<file path="config.mk">
export PLATFORM = sky130hd
export DESIGN_NAME = hpd_colour
export DESIGN_NICKNAME = d
export VERILOG_FILES = /design/src/hw/rtl/hpd_pkg.sv /design/src/hw/rtl/hpd_colour.sv
export SDC_FILE = /design/constraint.sdc
export NUM_CORES = 1
export LEC_CHECK = 0
export BUFFER_PORTS_ARGS = -buffer_cell sky130_fd_sc_hd__buf_2
export CORE_MARGIN = 3
export CORE_UTILIZATION = 38
export DETAILED_ROUTE_END_ITERATION = 8
export PLACE_DENSITY_LB_ADDON = 0.05
export SYNTH_ARGS = -nofsm -noshare
export SYNTH_HDL_FRONTEND = slang
export SYNTH_SLANG_ARGS = --single-unit
</file>
<file path="constraint.sdc">
create_clock -name clk -period 2.7 [get_ports clk]
set_input_delay 0.27 -clock clk [delete_from_list [all_inputs] [get_ports clk]]
set_output_delay 0.27 -clock clk [all_outputs]
set_load 0.02 [all_outputs]
</file>
<file path="src/hw/rtl/hpd_pkg.sv">
// ----------------------------------------------------------------------------
// hpd_pkg
// Shared types, codes and helpers for the palette and hold-and-modify
// pixel decoder.
// ----------------------------------------------------------------------------
package hpd_pkg;

	localparam int PALETTE_DEPTH = 256;
	localparam int RGB_W         = 24;

	localparam logic       CMD_WRITE = 1'b0;
	localparam logic       CMD_PIXEL = 1'b1;

	localparam logic       CFG_MODE   = 1'b0;
	localparam logic       CFG_PLANES = 1'b1;

	localparam logic [1:0] MODE_INDEXED = 2'd0;
	localparam logic [1:0] MODE_HAM6    = 2'd1;
	localparam logic [1:0] MODE_HAM8    = 2'd2;

	localparam logic [1:0] ACT_LOAD  = 2'd0;
	localparam logic [1:0] ACT_BLUE  = 2'd1;
	localparam logic [1:0] ACT_RED   = 2'd2;
	localparam logic [1:0] ACT_GREEN = 2'd3;

	localparam logic [1:0] CFG_MODE_RESET   = MODE_INDEXED;
	localparam logic [3:0] CFG_PLANES_RESET = 4'd8;

	typedef struct packed {
		logic       first;
		logic       load;
		logic       oor;
		logic       ham8;
		logic [1:0] action;
		logic [5:0] data;
	} pix_info_t;

	function automatic logic [7:0] plane_mask(input logic [3:0] planes);
		logic [8:0] ones;
		ones = (9'd1 << planes[2:0]) - 9'd1;
		if (planes >= 4'd8) begin
			return 8'hff;
		end
		return ones[7:0];
	endfunction

endpackage

</file>
<file path="src/hw/rtl/hpd_colour.sv">
// ----------------------------------------------------------------------------
// hpd_colour
// Result stage: applies the row start and the hold-and-modify step to the
// held colour and drives the output register.
// ----------------------------------------------------------------------------
module hpd_colour (
	input  logic                      clk,
	input  logic                      arst_n,
	input  logic                      valid_s1,
	input  hpd_pkg::pix_info_t        info_s1,
	input  logic [hpd_pkg::RGB_W-1:0] entry_s1,
	output logic                      s1_ready,
	output logic                      out_valid,
	input  logic                      out_ready,
	output logic [7:0]                red,
	output logic [7:0]                green,
	output logic [7:0]                blue
);

	logic [hpd_pkg::RGB_W-1:0] held_q;
	logic [hpd_pkg::RGB_W-1:0] entry;
	logic [hpd_pkg::RGB_W-1:0] base;
	logic [hpd_pkg::RGB_W-1:0] res;
	logic [7:0]                chan;
	logic [7:0]                modified;
	logic                      take;

	always_comb begin
		entry = info_s1.oor ? '0 : entry_s1;
		base  = info_s1.first ? entry : held_q;
		case (info_s1.action)
			hpd_pkg::ACT_BLUE:  chan = base[7:0];
			hpd_pkg::ACT_RED:   chan = base[23:16];
			default:            chan = base[15:8];
		endcase
		modified = info_s1.ham8 ? {info_s1.data, chan[1:0]}
		                        : {info_s1.data[3:0], chan[3:0]};
		res = base;
		if (info_s1.load) begin
			res = entry;
		end else begin
			case (info_s1.action)
				hpd_pkg::ACT_BLUE:  res[7:0]   = modified;
				hpd_pkg::ACT_RED:   res[23:16] = modified;
				hpd_pkg::ACT_GREEN: res[15:8]  = modified;
				default:            res        = base;
			endcase
		end
	end

	assign s1_ready = !out_valid || out_ready;
	assign take     = valid_s1 && s1_ready;

	always_ff @(posedge clk or negedge arst_n) begin
		if (!arst_n) begin
			held_q    <= '0;
			out_valid <= 1'b0;
		end else begin
			if (take) begin
				held_q    <= res;
				out_valid <= 1'b1;
			end else if (out_ready) begin
				out_valid <= 1'b0;
			end
		end
	end

	always_ff @(posedge clk) begin
		if (take) begin
			red   <= res[23:16];
			green <= res[15:8];
			blue  <= res[7:0];
		end
	end

endmodule

</file>
==> results.py <==
metrics = {
    "sta": {
        "tightest_slew_ns": 0.680,
        "fin_crit_ns": 1.89,
        "hold_viol": 0,
        "setup_tns_ns": 0,
        "setup_violations": 0,
        "slew_headroom_pct": 54.7,
        "fmax_mhz": 529,
        "drv_slew": 0,
        "finalCritPeriodShare_pct": 70.1,
        "fin_skew_ns": 0.00860,
        "rsz0062_at_grt": "false",
    },
    "floorplanning": {
        "dieArea_mm2": 0.00861,
        "die_x_um": 92.8,
        "core_area_mm2": 0.00729,
        "start_util_pct": 39.2,
        "pin_count": 66,
        "placementRows": 31,
        "chipHeight_um": 92.8,
    },
    "worst_hold_path": {
        "hold-path-endpoint": "out_valid$_DFFE_PN0P_",
        "hold_depth": 2,
        "min_from": "valid_s1",
        "hold_path_class": "in -> reg",
    },
    "worst_setup_path": {
        "worstPathCellList": "buf_2, inv_1, ha_1, a22oi_1, o221ai_1, o31ai_2, a21oi_1, mux2_2",
        "crit_path_start_kind": "primary input",
        "timing.rr.end": "held_q[2]$_DFFE_PN0P_",
        "cp.arrival_ns": 2.09,
        "max_stage_delay_ns": 0.41,
        "required_ns": 2.89,
        "worstReg2RegStart": "held_q[18]$_DFFE_PN0P_",
        "critPathCaptureType": "register",
        "criticalPathCategory": "in -> reg",
        "cp_max_fo": 18,
        "crit_slowest_cell": "ha_1",
        "reg2reg_depth": 5,
        "rrSetupSlack_ns": 0.99,
    },
    "global_route": {
        "antenna_found_initial": 0,
        "top_usage_layer": "met2",
        "grt_max_degree": 32,
        "gr-usage-met2_pct": 28.5,
        "grtUsageMet3_pct": 3.41,
        "grt_pass1_wl_mm": 11.9,
        "grt_pass1_vias": 2367,
        "grt_usage_pct": 17.5,
        "grt.overflow.total": 0,
        "grt_use_met1_pct": 23.4,
    },
    "cells_and_area": {
        "fin_nets": 379,
        "postLayoutCoreUtil_pct": 46.6,
        "layout-drive-gt1-share_pct": 30.6,
        "n_antenna_cell": 0,
        "syn_to_final_growth_pct": 18.7,
        "nFillCells": 732,
    },
    "route": {
        "viasPerCell": 5.25,
        "ant_nets": 0,
        "drt_iter0_markers": 114,
        "dr.pass1.iters": 4,
        "routedWlPerCell_um": 16.5,
        "wl_mm": 7.20,
        "drc": 0,
        "via_count": 2287,
    },
    "yosys": {
        "syn_nets": 321,
        "seq_area_frac_synth_pct": 47.0,
        "syn-cell-area_mm2": 0.00286,
        "synth-edff-count": 24,
        "ys_ff_latch": 49,
        "syn_inst": 278,
        "synth_cell_types": 44,
        "synth_flop_cell": "dfrtp_1",
        "async_flop_share_pct": 51.0,
        "syn_area_per_cell_um2": 10.3,
        "synth.largest_area_cell": "edfxtp_1",
        "synthTopCellsByArea": "edfxtp_1, dfrtp_1, nand2_1",
        "ys.warnings.count": 0,
        "synth_top_area_share_pct": 25.2,
    },
    "flow_run": {
        "drv_cap": 0,
    },
    "placement": {
        "port_buffers": 65,
        "hpwl_mm": 5.03,
        "gp_congestion": 0.746,
    },
    "clocking": {
        "cts_root_buffer": "clkbuf_8",
        "clkTransAtPathRegs_ns": 0.10,
        "cts_setup_buffers": 0,
        "clk_latency_ns": 0.30,
        "cts_tree": "done",
        "cts_made_buffers": 5,
        "clkSinkCount": 49,
        "max-clock-path-buffers": 2,
        "htreeDepth": 2,
    },
    "pwr": {
        "leakagePower_nw": 1.48,
        "ir_worst_vdd_v": 0.000332,
        "p_per_area_mw_per_mm2": 595,
    },
    "outcome": {
        "run_status": "finished, final reports clean",
    },
}
[metal layers]
| metal | wire length [um] | part of all wire [%] |
|---|---|---|
| met4 | 91 | 1.3 |
| met1 | 3200 | 44 |
| met5 | 0 | 0 |
| met2 | 3460 | 48 |
| met3 | 452 | 6.3 |
[per-stage QoR]
step | hold WS (ns) | setup WS, ns | std cells | instance area (um2) | power [mW]
2_1_floorplan | -0.0256 | 0.294 | 278 | 2860 | 1.27
3_3_place_gp | 0.340 | 0.520 | 427 | 3250 | 1.40
3_5_place_dp | 0.336 | 0.503 | 427 | 3250 | 1.41
4_1_cts | 0.149 | 0.828 | 436 | 3400 | 2.05
5_1_grt | 0.146 | 0.654 | 436 | 3400 | 2.13
6_report | 0.159 | 0.808 | 436 | 3400 | 2.02
[synthesized netlist by cell type (2+ instances only)]
cell type,n
buf_2,4
o32ai_1,2
inv_1,6
ha_1,3
a32oi_1,3
a221oi_2,4
nand2_1,35
inv_2,2
nor2_1,18
a22o_1,4
nor2b_1,19
and3_1,2
mux2i_1,6
o221ai_1,2
a31o_1,2
a211oi_1,4
mux2_4,2
clkbuf_1,11
mux2_2,11
o22a_1,8
o21ai_1,2
a21oi_1,19
buf_6,4
nand3b_1,3
nand4b_1,2
dfrtp_1,25
a2bb2oi_1,4
a21boi_1,2
nor3_1,8
nand2b_1,16
edfxtp_1,24
a22oi_1,4
or3_1,2
nand3_1,2
o31ai_1,4
[area by class of cell]
class / instances / area (um2) / area share, %
clock buffer: 5 / 68.8 / 2.03
tap: 99 / 124 / 3.65
clock inverter: 3 / 65.1 / 1.92
sequential: 49 / 1350 / 39.6
inverter: 8 / 30.0 / 0.884
timing repair buffer: 72 / 393 / 11.6
multi-input combinational: 200 / 1370 / 40.3
[cell families (layout without fill, tap and decap cells)]
group                    count (synthesis)  after routing  share of synthesized area (%)
flip-flops                              49             49                           47.0
AO/OA/AOI/OAI                           68             68                           19.2
adder cells (fa/ha/maj)                  3              3                           1.31
buffers and inverters                   29             88                           5.07
AND/OR/NAND/NOR                        109            109                           19.5
multiplexers                            20             20                           7.87
[flip-flops by register name (all words and copies together) (netlist names)]
register	flops
held_q	24
out_valid	1
green	8
red	8
blue	8
[worst max-delay path: cells and delay by family]
kind | cells | cell delay (ns)
multiplexers | 1 | 0.29
buffers and inverters | 2 | 0.14
AO/OA/AOI/OAI | 4 | 0.97
adder cells (fa/ha/maj) | 1 | 0.41
[timing repair]
| action | in CTS | in global routing |
|---|---|---|
| hold buffers | 1 | 0 |
| endpoints found under the hold margin | 20 | 0 |
| resized for setup | 0 | 0 |
[power breakdown]
group          switching (mW)  internal [mW]  total [mW]
clock                   0.264          0.368       0.633
sequential             0.0469          0.889       0.936
combinational           0.258          0.194       0.452
[cell usage in the layout (no fill, tap or decap), types with 8 or more instances in the layout]
| cell | Yosys | layout |
|---|---|---|
| a21oi_1 | 19 | 19 |
| buf_2 | 4 | 65 |
| dfrtp_1 | 25 | 25 |
| edfxtp_1 | 24 | 24 |
| mux2_2 | 11 | 11 |
| nand2_1 | 35 | 35 |
| nand2b_1 | 16 | 16 |
| nor2_1 | 18 | 18 |
| nor2b_1 | 19 | 19 |
| nor3_1 | 8 | 8 |
| o22a_1 | 8 | 8 |
[how the worst max path moves through the flow]
stage / from / to / slack, ns / cells after the start
after floorplan: out_valid$_DFFE_PN0P_ / held_q[19]$_DFFE_PN0P_ / 0.29 / 5
after global placement: info_s1[7] / held_q[2]$_DFFE_PN0P_ / 0.52 / 8
after detailed placement: info_s1[7] / held_q[2]$_DFFE_PN0P_ / 0.50 / 8
after CTS: info_s1[7] / held_q[2]$_DFFE_PN0P_ / 0.83 / 8
after global routing: info_s1[7] / held_q[2]$_DFFE_PN0P_ / 0.65 / 8
final: info_s1[7] / held_q[2]$_DFFE_PN0P_ / 0.81 / 8
Note: power is estimated with default switching activity, not from simulation.
